<file path="src/rtl/cfba_pkg.sv">
// shared types, codes and control store of the chained free-block allocator
package cfba_pkg;

    // transaction codes on the input side
    localparam logic [1:0] CMD_ALLOC     = 2'd0;
    localparam logic [1:0] CMD_RELEASE   = 2'd1;
    localparam logic [1:0] CMD_FILL_CNT  = 2'd2;
    localparam logic [1:0] CMD_FILL_ENT  = 2'd3;

    // result kinds on the output side
    localparam logic [2:0] KIND_ALLOC     = 3'd0;
    localparam logic [2:0] KIND_NOSPACE   = 3'd1;
    localparam logic [2:0] KIND_BAD       = 3'd2;
    localparam logic [2:0] KIND_FETCH     = 3'd3;
    localparam logic [2:0] KIND_SPILL_CNT = 3'd4;
    localparam logic [2:0] KIND_SPILL_ENT = 3'd5;
    localparam logic [2:0] KIND_RELEASED  = 3'd6;
    localparam logic [2:0] KIND_BUSY      = 3'd7;

    // configuration register indexes
    localparam logic REG_DATA_START    = 1'b0;
    localparam logic REG_VOLUME_BLOCKS = 1'b1;

    typedef logic [4:0] step_t;

    // control store addresses
    localparam step_t S_IDLE      = 5'd0;
    localparam step_t S_BUSY      = 5'd1;
    localparam step_t S_A_CLAMP   = 5'd2;
    localparam step_t S_A_TEST    = 5'd3;
    localparam step_t S_A_POP     = 5'd4;
    localparam step_t S_A_ZERO    = 5'd5;
    localparam step_t S_A_RANGE   = 5'd6;
    localparam step_t S_A_LAST    = 5'd7;
    localparam step_t S_A_GRANT   = 5'd8;
    localparam step_t S_A_BAD     = 5'd9;
    localparam step_t S_A_NOSP    = 5'd10;
    localparam step_t S_A_FETCH   = 5'd11;
    localparam step_t S_R_CLAMP   = 5'd12;
    localparam step_t S_R_RANGE   = 5'd13;
    localparam step_t S_R_EMPTY   = 5'd14;
    localparam step_t S_R_SEED    = 5'd15;
    localparam step_t S_R_FULL    = 5'd16;
    localparam step_t S_R_SPCNT   = 5'd17;
    localparam step_t S_R_SPENT   = 5'd18;
    localparam step_t S_R_RESTART = 5'd19;
    localparam step_t S_R_PUSH    = 5'd20;
    localparam step_t S_R_BAD     = 5'd21;
    localparam step_t S_F_CNT     = 5'd22;
    localparam step_t S_F_LOAD    = 5'd23;
    localparam step_t S_F_FAIL    = 5'd24;
    localparam step_t S_F_ENT     = 5'd25;
    localparam step_t S_F_DONE    = 5'd26;
    localparam step_t S_F_GRANT   = 5'd27;

    // branch conditions
    typedef enum logic [3:0] {
        C_NEVER,
        C_ALWAYS,
        C_CNT_ZERO,
        C_CNT_NZ,
        C_CNT_LT_DEPTH,
        C_RD_ZERO,
        C_RD_BAD,
        C_BN_BAD,
        C_RF,
        C_FILL_NOT_LAST,
        C_LOADED_ZERO,
        C_SPILL_MORE
    } cond_t;

    // datapath operations
    typedef enum logic [3:0] {
        ACT_NONE,
        ACT_WAIT_IN,
        ACT_CLAMP,
        ACT_POP,
        ACT_CNT_CLEAR,
        ACT_FETCH_SET,
        ACT_SEED,
        ACT_SPILL_INIT,
        ACT_SPILL_NEXT,
        ACT_PUSH,
        ACT_LOAD_CNT,
        ACT_FAIL,
        ACT_FILL,
        ACT_FILL_DONE
    } act_t;

    typedef enum logic [1:0] {
        BLK_ZERO,
        BLK_RD,
        BLK_BN,
        BLK_PEND
    } blk_sel_t;

    typedef enum logic [1:0] {
        WORD_ZERO,
        WORD_COUNT,
        WORD_RD
    } word_sel_t;

    // one control word
    typedef struct packed {
        cond_t      cond;
        step_t      target;
        act_t       act;
        logic       emit;
        logic [2:0] kind;
        blk_sel_t   blk_sel;
        word_sel_t  word_sel;
        logic       last;
    } uword_t;

    // control store
    function automatic uword_t ucode_rom(input step_t step);
        uword_t w;
        unique case (step)
            S_IDLE:      w = '{C_NEVER, S_IDLE, ACT_WAIT_IN, 1'b0, KIND_ALLOC,
                               BLK_ZERO, WORD_ZERO, 1'b0};
            S_BUSY:      w = '{C_ALWAYS, S_IDLE, ACT_NONE, 1'b1, KIND_BUSY,
                               BLK_ZERO, WORD_ZERO, 1'b1};
            S_A_CLAMP:   w = '{C_NEVER, S_IDLE, ACT_CLAMP, 1'b0, KIND_ALLOC,
                               BLK_ZERO, WORD_ZERO, 1'b0};
            S_A_TEST:    w = '{C_CNT_ZERO, S_A_NOSP, ACT_NONE, 1'b0, KIND_ALLOC,
                               BLK_ZERO, WORD_ZERO, 1'b0};
            S_A_POP:     w = '{C_NEVER, S_IDLE, ACT_POP, 1'b0, KIND_ALLOC,
                               BLK_ZERO, WORD_ZERO, 1'b0};
            S_A_ZERO:    w = '{C_RD_ZERO, S_A_NOSP, ACT_NONE, 1'b0, KIND_ALLOC,
                               BLK_ZERO, WORD_ZERO, 1'b0};
            S_A_RANGE:   w = '{C_RD_BAD, S_A_BAD, ACT_NONE, 1'b0, KIND_ALLOC,
                               BLK_ZERO, WORD_ZERO, 1'b0};
            S_A_LAST:    w = '{C_CNT_ZERO, S_A_FETCH, ACT_NONE, 1'b0, KIND_ALLOC,
                               BLK_ZERO, WORD_ZERO, 1'b0};
            S_A_GRANT:   w = '{C_ALWAYS, S_IDLE, ACT_NONE, 1'b1, KIND_ALLOC,
                               BLK_RD, WORD_ZERO, 1'b1};
            S_A_BAD:     w = '{C_ALWAYS, S_A_TEST, ACT_NONE, 1'b1, KIND_BAD,
                               BLK_RD, WORD_ZERO, 1'b0};
            S_A_NOSP:    w = '{C_ALWAYS, S_IDLE, ACT_CNT_CLEAR, 1'b1, KIND_NOSPACE,
                               BLK_ZERO, WORD_ZERO, 1'b1};
            S_A_FETCH:   w = '{C_ALWAYS, S_IDLE, ACT_FETCH_SET, 1'b1, KIND_FETCH,
                               BLK_RD, WORD_ZERO, 1'b1};
            S_R_CLAMP:   w = '{C_NEVER, S_IDLE, ACT_CLAMP, 1'b0, KIND_ALLOC,
                               BLK_ZERO, WORD_ZERO, 1'b0};
            S_R_RANGE:   w = '{C_BN_BAD, S_R_BAD, ACT_NONE, 1'b0, KIND_ALLOC,
                               BLK_ZERO, WORD_ZERO, 1'b0};
            S_R_EMPTY:   w = '{C_CNT_NZ, S_R_FULL, ACT_NONE, 1'b0, KIND_ALLOC,
                               BLK_ZERO, WORD_ZERO, 1'b0};
            S_R_SEED:    w = '{C_NEVER, S_IDLE, ACT_SEED, 1'b0, KIND_ALLOC,
                               BLK_ZERO, WORD_ZERO, 1'b0};
            S_R_FULL:    w = '{C_CNT_LT_DEPTH, S_R_PUSH, ACT_NONE, 1'b0, KIND_ALLOC,
                               BLK_ZERO, WORD_ZERO, 1'b0};
            S_R_SPCNT:   w = '{C_NEVER, S_IDLE, ACT_SPILL_INIT, 1'b1, KIND_SPILL_CNT,
                               BLK_BN, WORD_COUNT, 1'b0};
            S_R_SPENT:   w = '{C_SPILL_MORE, S_R_SPENT, ACT_SPILL_NEXT, 1'b1,
                               KIND_SPILL_ENT, BLK_BN, WORD_RD, 1'b0};
            S_R_RESTART: w = '{C_NEVER, S_IDLE, ACT_CNT_CLEAR, 1'b0, KIND_ALLOC,
                               BLK_ZERO, WORD_ZERO, 1'b0};
            S_R_PUSH:    w = '{C_ALWAYS, S_IDLE, ACT_PUSH, 1'b1, KIND_RELEASED,
                               BLK_BN, WORD_ZERO, 1'b1};
            S_R_BAD:     w = '{C_ALWAYS, S_IDLE, ACT_NONE, 1'b1, KIND_BAD,
                               BLK_BN, WORD_ZERO, 1'b1};
            S_F_CNT:     w = '{C_RF, S_F_FAIL, ACT_NONE, 1'b0, KIND_ALLOC,
                               BLK_ZERO, WORD_ZERO, 1'b0};
            S_F_LOAD:    w = '{C_ALWAYS, S_IDLE, ACT_LOAD_CNT, 1'b0, KIND_ALLOC,
                               BLK_ZERO, WORD_ZERO, 1'b0};
            S_F_FAIL:    w = '{C_ALWAYS, S_A_NOSP, ACT_FAIL, 1'b0, KIND_ALLOC,
                               BLK_ZERO, WORD_ZERO, 1'b0};
            S_F_ENT:     w = '{C_FILL_NOT_LAST, S_IDLE, ACT_FILL, 1'b0, KIND_ALLOC,
                               BLK_ZERO, WORD_ZERO, 1'b0};
            S_F_DONE:    w = '{C_LOADED_ZERO, S_A_NOSP, ACT_FILL_DONE, 1'b0,
                               KIND_ALLOC, BLK_ZERO, WORD_ZERO, 1'b0};
            S_F_GRANT:   w = '{C_ALWAYS, S_IDLE, ACT_NONE, 1'b1, KIND_ALLOC,
                               BLK_PEND, WORD_ZERO, 1'b1};
            default:     w = '{C_ALWAYS, S_IDLE, ACT_NONE, 1'b0, KIND_ALLOC,
                               BLK_ZERO, WORD_ZERO, 1'b0};
        endcase
        return w;
    endfunction

    // entry point of the program for an accepted transaction
    function automatic step_t dispatch(input logic [1:0] cmd, input logic awaiting);
        step_t s;
        unique case (cmd)
            CMD_ALLOC:    s = awaiting ? S_BUSY : S_A_CLAMP;
            CMD_RELEASE:  s = awaiting ? S_BUSY : S_R_CLAMP;
            CMD_FILL_CNT: s = awaiting ? S_F_CNT : S_IDLE;
            CMD_FILL_ENT: s = awaiting ? S_F_ENT : S_IDLE;
            default:      s = S_IDLE;
        endcase
        return s;
    endfunction

endpackage

</file>
<file path="src/rtl/chained_free_block_allocator.sv">
// chained free-block allocator: microcoded sequencer, free stack memory, stream ports
//
// Keeps a stack of DEPTH free block numbers and hands them out or takes them back.
// Input transactions (s_*): tuser carries the command and the read-failure flag,
// tdata the block to release and the refill word. Results leave on m_* with a
// kind in tuser and tlast on the final result of each input transaction.
// Configuration (data_start, volume_blocks) is to be written through cfg_we/cfg_addr/
// cfg_wdata only while the block is idle; the block itself does not enforce this.
// One input transaction is handled at a time; s_tready is high only while the
// sequencer sits at its idle step. An allocation pops again for each out-of-range
// entry it skips, a release spills the whole stack first when it is full, and an
// allocate or release that arrives while a refill is pending gets a busy answer.
// The free stack memory has one write and one registered read port. Results pass
// through one output register, so the next transaction may be accepted while the
// last result still waits. A stalled receiver holds the sequencer on its next
// result-producing step.
// Reset clears the count, the refill state and the configuration; the stack
// memory holds no reset value and is only read where it has been written.
module chained_free_block_allocator #(
    parameter int DEPTH = 50
) (
    input  logic        clk,
    input  logic        rst_n,
    input  logic        s_tvalid,
    output logic        s_tready,
    input  logic [63:0] s_tdata,    // [31:0] block_number, [63:32] fill_word
    input  logic [2:0]  s_tuser,    // [1:0] command, [2] read_failed
    output logic        m_tvalid,
    input  logic        m_tready,
    output logic [63:0] m_tdata,    // [31:0] block_number_res, [63:32] word_value
    output logic [2:0]  m_tuser,    // [2:0] result_kind
    output logic        m_tlast,
    input  logic        cfg_we,
    input  logic [0:0]  cfg_addr,
    input  logic [31:0] cfg_wdata
);

    localparam int AW = (DEPTH > 1) ? $clog2(DEPTH) : 1;
    localparam int IW = $clog2(DEPTH + 1);
    localparam logic [7:0]    DEPTH_CNT  = 8'(DEPTH);
    localparam logic [AW-1:0] FILL_LAST  = AW'(DEPTH - 1);
    localparam logic [IW-1:0] SPILL_END  = IW'(DEPTH);

    // sequencer and datapath state
    cfba_pkg::step_t pc_reg, pc_next;
    logic [7:0]    count_reg, count_next;
    logic          awaiting_reg, awaiting_next;
    logic [31:0]   pending_reg, pending_next;
    logic [AW-1:0] fill_idx_reg, fill_idx_next;
    logic [7:0]    loaded_reg, loaded_next;
    logic [IW-1:0] spill_idx_reg, spill_idx_next;
    logic [31:0]   bn_reg, bn_next;
    logic [31:0]   fw_reg, fw_next;
    logic          rf_reg, rf_next;
    logic [31:0]   data_start_reg, volume_blocks_reg;

    // output register
    logic          out_valid_reg;
    logic [2:0]    out_kind_reg;
    logic [31:0]   out_blk_reg, out_word_reg;
    logic          out_last_reg;

    // free stack memory
    logic [31:0]   free_stack [DEPTH];
    logic [31:0]   rd_data_reg;
    logic          mem_we, mem_re;
    logic [AW-1:0] mem_waddr, mem_raddr;
    logic [31:0]   mem_wdata;

    cfba_pkg::uword_t uw;
    logic          out_free, fire, cond_true, rd_bad, bn_bad;
    logic [7:0]    cnt_dec;
    logic [31:0]   emit_blk, emit_word;

    assign out_free = !out_valid_reg || m_tready;
    assign s_tready = (pc_reg == cfba_pkg::S_IDLE);
    assign rd_bad   = (rd_data_reg < data_start_reg) || (rd_data_reg >= volume_blocks_reg);
    assign bn_bad   = (bn_reg < data_start_reg) || (bn_reg >= volume_blocks_reg);
    assign cnt_dec  = count_reg - 8'd1;

    // control word fetch and branch condition
    always_comb
    begin
        uw = cfba_pkg::ucode_rom(pc_reg);
        unique case (uw.cond)
            cfba_pkg::C_NEVER:         cond_true = 1'b0;
            cfba_pkg::C_ALWAYS:        cond_true = 1'b1;
            cfba_pkg::C_CNT_ZERO:      cond_true = (count_reg == 8'd0);
            cfba_pkg::C_CNT_NZ:        cond_true = (count_reg != 8'd0);
            cfba_pkg::C_CNT_LT_DEPTH:  cond_true = (count_reg < DEPTH_CNT);
            cfba_pkg::C_RD_ZERO:       cond_true = (rd_data_reg == 32'd0);
            cfba_pkg::C_RD_BAD:        cond_true = rd_bad;
            cfba_pkg::C_BN_BAD:        cond_true = bn_bad;
            cfba_pkg::C_RF:            cond_true = rf_reg;
            cfba_pkg::C_FILL_NOT_LAST: cond_true = (fill_idx_reg != FILL_LAST);
            cfba_pkg::C_LOADED_ZERO:   cond_true = (loaded_reg == 8'd0);
            cfba_pkg::C_SPILL_MORE:    cond_true = (spill_idx_reg != SPILL_END);
            default:                   cond_true = 1'b0;
        endcase
        if (uw.act == cfba_pkg::ACT_WAIT_IN)
            fire = s_tvalid;
        else
            fire = !uw.emit || out_free;
    end

    // result payload selection
    always_comb
    begin
        unique case (uw.blk_sel)
            cfba_pkg::BLK_RD:   emit_blk = rd_data_reg;
            cfba_pkg::BLK_BN:   emit_blk = bn_reg;
            cfba_pkg::BLK_PEND: emit_blk = pending_reg;
            default:            emit_blk = 32'd0;
        endcase
        unique case (uw.word_sel)
            cfba_pkg::WORD_COUNT: emit_word = {24'd0, count_reg};
            cfba_pkg::WORD_RD:    emit_word = rd_data_reg;
            default:              emit_word = 32'd0;
        endcase
    end

    // datapath operations and next step
    always_comb
    begin
        pc_next        = pc_reg;
        count_next     = count_reg;
        awaiting_next  = awaiting_reg;
        pending_next   = pending_reg;
        fill_idx_next  = fill_idx_reg;
        loaded_next    = loaded_reg;
        spill_idx_next = spill_idx_reg;
        bn_next        = bn_reg;
        fw_next        = fw_reg;
        rf_next        = rf_reg;
        mem_we         = 1'b0;
        mem_waddr      = '0;
        mem_wdata      = 32'd0;
        mem_re         = 1'b0;
        mem_raddr      = '0;
        if (fire)
        begin
            unique case (uw.act)
                cfba_pkg::ACT_WAIT_IN:
                begin
                    bn_next = s_tdata[31:0];
                    fw_next = s_tdata[63:32];
                    rf_next = s_tuser[2];
                end
                cfba_pkg::ACT_CLAMP:
                begin
                    if (count_reg > DEPTH_CNT)
                        count_next = 8'd0;
                end
                cfba_pkg::ACT_POP:
                begin
                    count_next = cnt_dec;
                    mem_re     = 1'b1;
                    mem_raddr  = cnt_dec[AW-1:0];
                end
                cfba_pkg::ACT_CNT_CLEAR:
                begin
                    count_next = 8'd0;
                end
                cfba_pkg::ACT_FETCH_SET:
                begin
                    awaiting_next = 1'b1;
                    pending_next  = rd_data_reg;
                    fill_idx_next = '0;
                    loaded_next   = 8'd0;
                end
                cfba_pkg::ACT_SEED:
                begin
                    mem_we     = 1'b1;
                    mem_waddr  = '0;
                    mem_wdata  = 32'd0;
                    count_next = 8'd1;
                end
                cfba_pkg::ACT_SPILL_INIT:
                begin
                    mem_re         = 1'b1;
                    mem_raddr      = '0;
                    spill_idx_next = IW'(1);
                end
                cfba_pkg::ACT_SPILL_NEXT:
                begin
                    mem_re         = (spill_idx_reg < SPILL_END);
                    mem_raddr      = spill_idx_reg[AW-1:0];
                    spill_idx_next = spill_idx_reg + IW'(1);
                end
                cfba_pkg::ACT_PUSH:
                begin
                    mem_we     = 1'b1;
                    mem_waddr  = count_reg[AW-1:0];
                    mem_wdata  = bn_reg;
                    count_next = count_reg + 8'd1;
                end
                cfba_pkg::ACT_LOAD_CNT:
                begin
                    loaded_next = (|fw_reg[31:8]) ? 8'hFF : fw_reg[7:0];
                end
                cfba_pkg::ACT_FAIL:
                begin
                    awaiting_next = 1'b0;
                    fill_idx_next = '0;
                    count_next    = 8'd0;
                end
                cfba_pkg::ACT_FILL:
                begin
                    mem_we        = 1'b1;
                    mem_waddr     = fill_idx_reg;
                    mem_wdata     = fw_reg;
                    fill_idx_next = fill_idx_reg + AW'(1);
                end
                cfba_pkg::ACT_FILL_DONE:
                begin
                    awaiting_next = 1'b0;
                    fill_idx_next = '0;
                    count_next    = loaded_reg;
                end
                default:
                begin
                end
            endcase
            if (uw.act == cfba_pkg::ACT_WAIT_IN)
                pc_next = cfba_pkg::dispatch(s_tuser[1:0], awaiting_reg);
            else if (cond_true)
                pc_next = uw.target;
            else
                pc_next = pc_reg + 5'd1;
        end
    end

    // control registers
    always_ff @(posedge clk or negedge rst_n)
    begin
        if (!rst_n)
        begin
            pc_reg        <= cfba_pkg::S_IDLE;
            count_reg     <= 8'd0;
            awaiting_reg  <= 1'b0;
            pending_reg   <= 32'd0;
            fill_idx_reg  <= '0;
            loaded_reg    <= 8'd0;
            spill_idx_reg <= '0;
        end
        else
        begin
            pc_reg        <= pc_next;
            count_reg     <= count_next;
            awaiting_reg  <= awaiting_next;
            pending_reg   <= pending_next;
            fill_idx_reg  <= fill_idx_next;
            loaded_reg    <= loaded_next;
            spill_idx_reg <= spill_idx_next;
        end
    end

    // latched input transaction
    always_ff @(posedge clk)
    begin
        bn_reg <= bn_next;
        fw_reg <= fw_next;
        rf_reg <= rf_next;
    end

    // configuration registers
    always_ff @(posedge clk or negedge rst_n)
    begin
        if (!rst_n)
        begin
            data_start_reg    <= 32'd0;
            volume_blocks_reg <= 32'd0;
        end
        else if (cfg_we)
        begin
            unique case (cfg_addr)
                cfba_pkg::REG_DATA_START:    data_start_reg    <= cfg_wdata;
                cfba_pkg::REG_VOLUME_BLOCKS: volume_blocks_reg <= cfg_wdata;
                default:
                begin
                end
            endcase
        end
    end

    // free stack memory, registered read
    always_ff @(posedge clk)
    begin
        if (mem_we)
            free_stack[mem_waddr] <= mem_wdata;
        if (mem_re)
            rd_data_reg <= free_stack[mem_raddr];
    end

    // output register valid
    always_ff @(posedge clk or negedge rst_n)
    begin
        if (!rst_n)
            out_valid_reg <= 1'b0;
        else if (fire && uw.emit)
            out_valid_reg <= 1'b1;
        else if (m_tready)
            out_valid_reg <= 1'b0;
    end

    // output register payload
    always_ff @(posedge clk)
    begin
        if (fire && uw.emit)
        begin
            out_kind_reg <= uw.kind;
            out_blk_reg  <= emit_blk;
            out_word_reg <= emit_word;
            out_last_reg <= uw.last;
        end
    end

    assign m_tvalid = out_valid_reg;
    assign m_tdata  = {out_word_reg, out_blk_reg};
    assign m_tuser  = out_kind_reg;
    assign m_tlast  = out_last_reg;

    // allocation never runs while a refill is pending
    a_pop_not_awaiting: assert property (@(posedge clk) disable iff (!rst_n)
        (pc_reg == cfba_pkg::S_A_POP) |-> !awaiting_reg)
        else $error("pop step reached while a refill is pending");

    // the count is clamped before the pop loop starts
    a_test_count_bound: assert property (@(posedge clk) disable iff (!rst_n)
        (pc_reg == cfba_pkg::S_A_TEST) |-> (count_reg <= DEPTH_CNT))
        else $error("pop loop entered with count above depth");

    // a push always lands inside the stack
    a_push_in_range: assert property (@(posedge clk) disable iff (!rst_n)
        (pc_reg == cfba_pkg::S_R_PUSH) |-> (count_reg < DEPTH_CNT))
        else $error("push with a full stack");

    // spill index stays within one past the last entry
    a_spill_index: assert property (@(posedge clk) disable iff (!rst_n)
        (pc_reg == cfba_pkg::S_R_SPENT) |->
            (spill_idx_reg != IW'(0)) && (spill_idx_reg <= SPILL_END))
        else $error("spill index out of range");

    // the refill index never runs past the last entry until the refill closes
    a_fill_index: assert property (@(posedge clk) disable iff (!rst_n)
        (awaiting_reg && (pc_reg != cfba_pkg::S_F_DONE)) |-> (fill_idx_reg <= FILL_LAST))
        else $error("refill index past the last entry");

endmodule

</file>
<file path="config.mk">
export PLATFORM = sky130hd
export DESIGN_NAME = chained_free_block_allocator
export DESIGN_NICKNAME = d
export VERILOG_FILES = /design/src/rtl/cfba_pkg.sv /design/src/rtl/chained_free_block_allocator.sv
export SDC_FILE = /design/constraint.sdc
export NUM_CORES = 2
export LEC_CHECK = 0
export BUFFER_PORTS_ARGS = -buffer_cell sky130_fd_sc_hd__buf_2
export CAP_MARGIN = 40
export CORE_ASPECT_RATIO = 1.2
export CORE_UTILIZATION = 41
export DETAILED_ROUTE_END_ITERATION = 10
export PLACE_DENSITY = 0.57
export SYNTH_ARGS = -nofsm -noshare
export SYNTH_HDL_FRONTEND = slang
export SYNTH_SLANG_ARGS = --single-unit
</file>
<file path="constraint.sdc">
create_clock -name clk -period 8.5 [get_ports clk]
set_input_delay 0.85 -clock clk [delete_from_list [all_inputs] [get_ports clk]]
set_output_delay 0.85 -clock clk [all_outputs]
set_load 0.005 [all_outputs]
</file>
==> flow_summary_export.csv <==
group,metric,value,unit
power_and_ir_drop,peakVddDrop,0.000375,V
critical_path,crit_required,9.01,ns
critical_path,r2r_start,"pc_reg[1]$_DFFE_PN0P_",
grt,met2_usage,42.4,%
clock_network,clock_sinks,1896,
sta,fmax,0.154,GHz
clock_network,cts_inserted_buffers,184,
clock_network,ctsHoldBuffers,0,
synth,synth_edf_count,1765,
clock_network,cts_resized,0,
grt,grtUsageMet1,33.7,%
critical_path,crit_path_top_delay_cell,"buf_4",
clock_network,cts_root_buf,"clkbuf_16",
sta,rsz0062_at_grt,"no",
routing,drt-initial-drc-count,6167,
floorplanning,die_h,481,um
sta,fin_crit,6.50,ns
critical_path,crit_chain,"inv_1 > ha_1 > nor2b_1 > o21a_1 > buf_4 > o31a_1 > o21ai_0 > buf_2 > nand2_4 > buf_4 > o21ai_1 > buf_4 > nor2_4 > buf_4",
run_status,status,"complete, no violations",
synth,ys.flop_type,"edfxtp_1",
cells_and_area,final_cell_mix,"edfxtp_1, nand2_1, nand3_1, a21oi_1, o21ai_0",
routing,wirelength,250,mm
sta,slew_violations,0,
grt,gr-usage-met3,4.31,%
grt,grt_usage,25.6,%
floorplanning,core-area,190000,um^2
synth,synth_top_family_by_area,"simple AND/OR/NAND/NOR gates",
clock_network,cts_setup_buffers,0,
job,cap_viol_max_count,0,
clock_network,path_clk_slew,0.06,ns
sta,finalSetupViolCount,0,
synth,syn_avg_cell_area,13.5,um^2
synth,ys_ff_latch,1896,
routing,wl_per_cell,29.0,um
floorplanning,die-area,193000,um^2
critical_path,cp-start-kind,"flip-flop",
routing,drtAntennaViolNets,0,
grt,grt-busiest-layer,"met2",
critical_path,crit_arrival,7.01,ns
critical_path,crit_type,"flip-flop to flip-flop",
critical_path,worstPathMaxFanout,60,
clock_network,cts_buffer_depth,3,
critical_path,crit_cells,14,
placement,place.detailed.hpwl,155,mm
grt,grt_max_degree,153,
critical_path,crit_path_end_kind,"flip-flop",
critical_path,critPathBufInv,6,
routing,drc,0,
power_and_ir_drop,finalPower,31300,uW
clock_network,h-tree-depth,4,
critical_path,cp-startpoint,"pc_reg[1]$_DFFE_PN0P_",
sta,tns,0,ns
sta,slew_headroom,27.2,%
floorplanning,fp-row-count,175,
cells_and_area,area_delta_synth_final,14.0,%
cells_and_area,fin_nets,6246,
synth,synth_warnings,0,
floorplanning,fp.dieW,401,um
synth,seq_area_frac_synth,71.7,%
synth,synth_mux_area_share,2.46,%
synth,syn_area,78400,um^2
power_and_ir_drop,p_per_area,350,nW/um^2
floorplanning,start_util,41.3,%
synth,syn_inst,5798,
grt,grt_antenna_before_repair,9,
sta,worst_pin_slew,1.09,ns
routing,via_per_inst,6.03,
critical_path,reg2reg_depth,14,
synth,synth.net_count,6046,
synth,synth_compound_area_share,9.63,%
cells_and_area,largest_register,"free_stack",
power_and_ir_drop,cellLeakagePower,0.0316,uW
cells_and_area,largest_reg_flops,1600,
cells_and_area,drive_gt1_share,13.9,%
grt,grt_pass1_wl,360,mm
sta,finalCritPeriodShare,76.5,%
clock_network,clock_latency,0.86,ns
routing,num_vias,52000,
placement,gp_congestion,0.873,
synth,yosys.area_share.simple,11.2,%
min_path,hold_class,"primary input to async pin",
sta,finalClockSkew,0.0400,ns
clock_network,cts_tree,"done",
cells_and_area,layout_commonest_cell,"edfxtp_1",
sta,hold_viol,0,
critical_path,crit_path_max_incr_delay,0.79,ns
routing,dr.pass1.iters,9,
synth,synth-async-reset-ratio,6.91,%
grt,grt-ovfl-total,0,
synth,synthAdderAreaFrac,2.28,%
critical_path,crit_family,"buffers and inverters",
critical_path,path_common_cell,"buf_4",
grt,grt_pass1_vias,49400,
placement,io_buffers,174,
floorplanning,io_pins,175,
synth,yosysUniqueCellTypes,77,
synth,synthXorXnorAreaFrac,0.179,%
## final timing paths
| path | to | slack, ns |
|---|---|---|
| max | free_stack[3][13]$_DFFE_PP_ | 2.00 |
| min | volume_blocks_reg[13]$_DFFE_PN0P_ | 0.06 |
| max reg2reg | free_stack[3][13]$_DFFE_PP_ | 2.00 |
| min reg2reg | pending_reg[0]$_DFFE_PN0P_ | 0.48 |
| max in group asynchronous | pc_reg[4]$_DFFE_PN0P_ | 7.38 |
| min in group clk | fw_reg[3]$_DFFE_PP_ | 0.18 |
## synth_stat cells (all sizes together) (19+ instances only)
cell / instances / share of area [%]
inv: 113 / 0.54
a31oi: 150 / 1.2
dfrtp: 131 / 4.2
o22ai: 59 / 0.47
nand3: 359 / 2.3
o221ai: 99 / 1.1
buf: 157 / 0.95
a21o: 58 / 0.56
clkbuf: 217 / 1.0
nand2: 1100 / 5.3
edfxtp: 1765 / 68
a22oi: 30 / 0.29
and3: 39 / 0.31
o211ai: 35 / 0.33
mux2: 70 / 1.0
o21ai: 192 / 1.2
o311ai: 19 / 0.21
and2: 27 / 0.22
nor3: 134 / 0.88
mux2i: 44 / 0.56
ha: 143 / 2.3
nor4: 29 / 0.24
mux4: 31 / 0.89
a21oi: 199 / 1.3
a311oi: 21 / 0.23
a22o: 38 / 0.42
a211o: 21 / 0.23
a222oi: 47 / 0.60
nand4: 38 / 0.30
a32oi: 21 / 0.23
or3: 25 / 0.20
nor2: 209 / 1.0
## layer usage
layer	vias up	wire (um)	part of all wire [%]
li1	22500	-	-
met1	26600	100000	40
met2	2437	121000	48
met3	445	19600	7.8
met4	2	9320	3.7
met5	-	13	0.0052
## metrics by stage
step / std cells / hold slack, ns / area, um^2 / utilization, % / worst slack (ns)
finish: 8634 / 0.0617 / 89400 / 47.1 / 2.00
global route: 8627 / 0.0891 / 89400 / 47.1 / 1.84
CTS: 8626 / 0.0449 / 89400 / 47.1 / 2.12
detailed placement: 8290 / 0.477 / 83600 / 44.0 / 2.14
global placement: 8249 / 0.472 / 82900 / 43.7 / 1.77
floorplan: 5798 / 0.449 / 78400 / - / 1.98
## power breakdown
group	switching, uW	internal (uW)
clock network	3590	4440
logic	7870	3310
registers	716	11400
total	12200	19100
## kinds of logic (layout without fill, tap and decap cells)
kind of cell | Yosys count | count (layout)
AO/OA/AOI/OAI | 1097 | 1097
other | 0 | 8
AND/OR/NAND/NOR | 2014 | 2014
buffers and inverters | 487 | 837
adder cells (fa/ha/maj) | 143 | 143
multiplexers | 145 | 145
XOR/XNOR | 16 | 16
flip-flops | 1896 | 1896
## layout make-up
cell class	instances	area [um^2]
flip-flops and latches	1896	56300
well taps	2478	3100
inverters	113	424
fillers	16500	100000
diodes	8	20.0
multi-input cells	3415	20800
clock inverters	111	973
clock buffers	225	4850
repair buffers	388	3020
No activity file was read; power rests on OpenSTA's default activity.
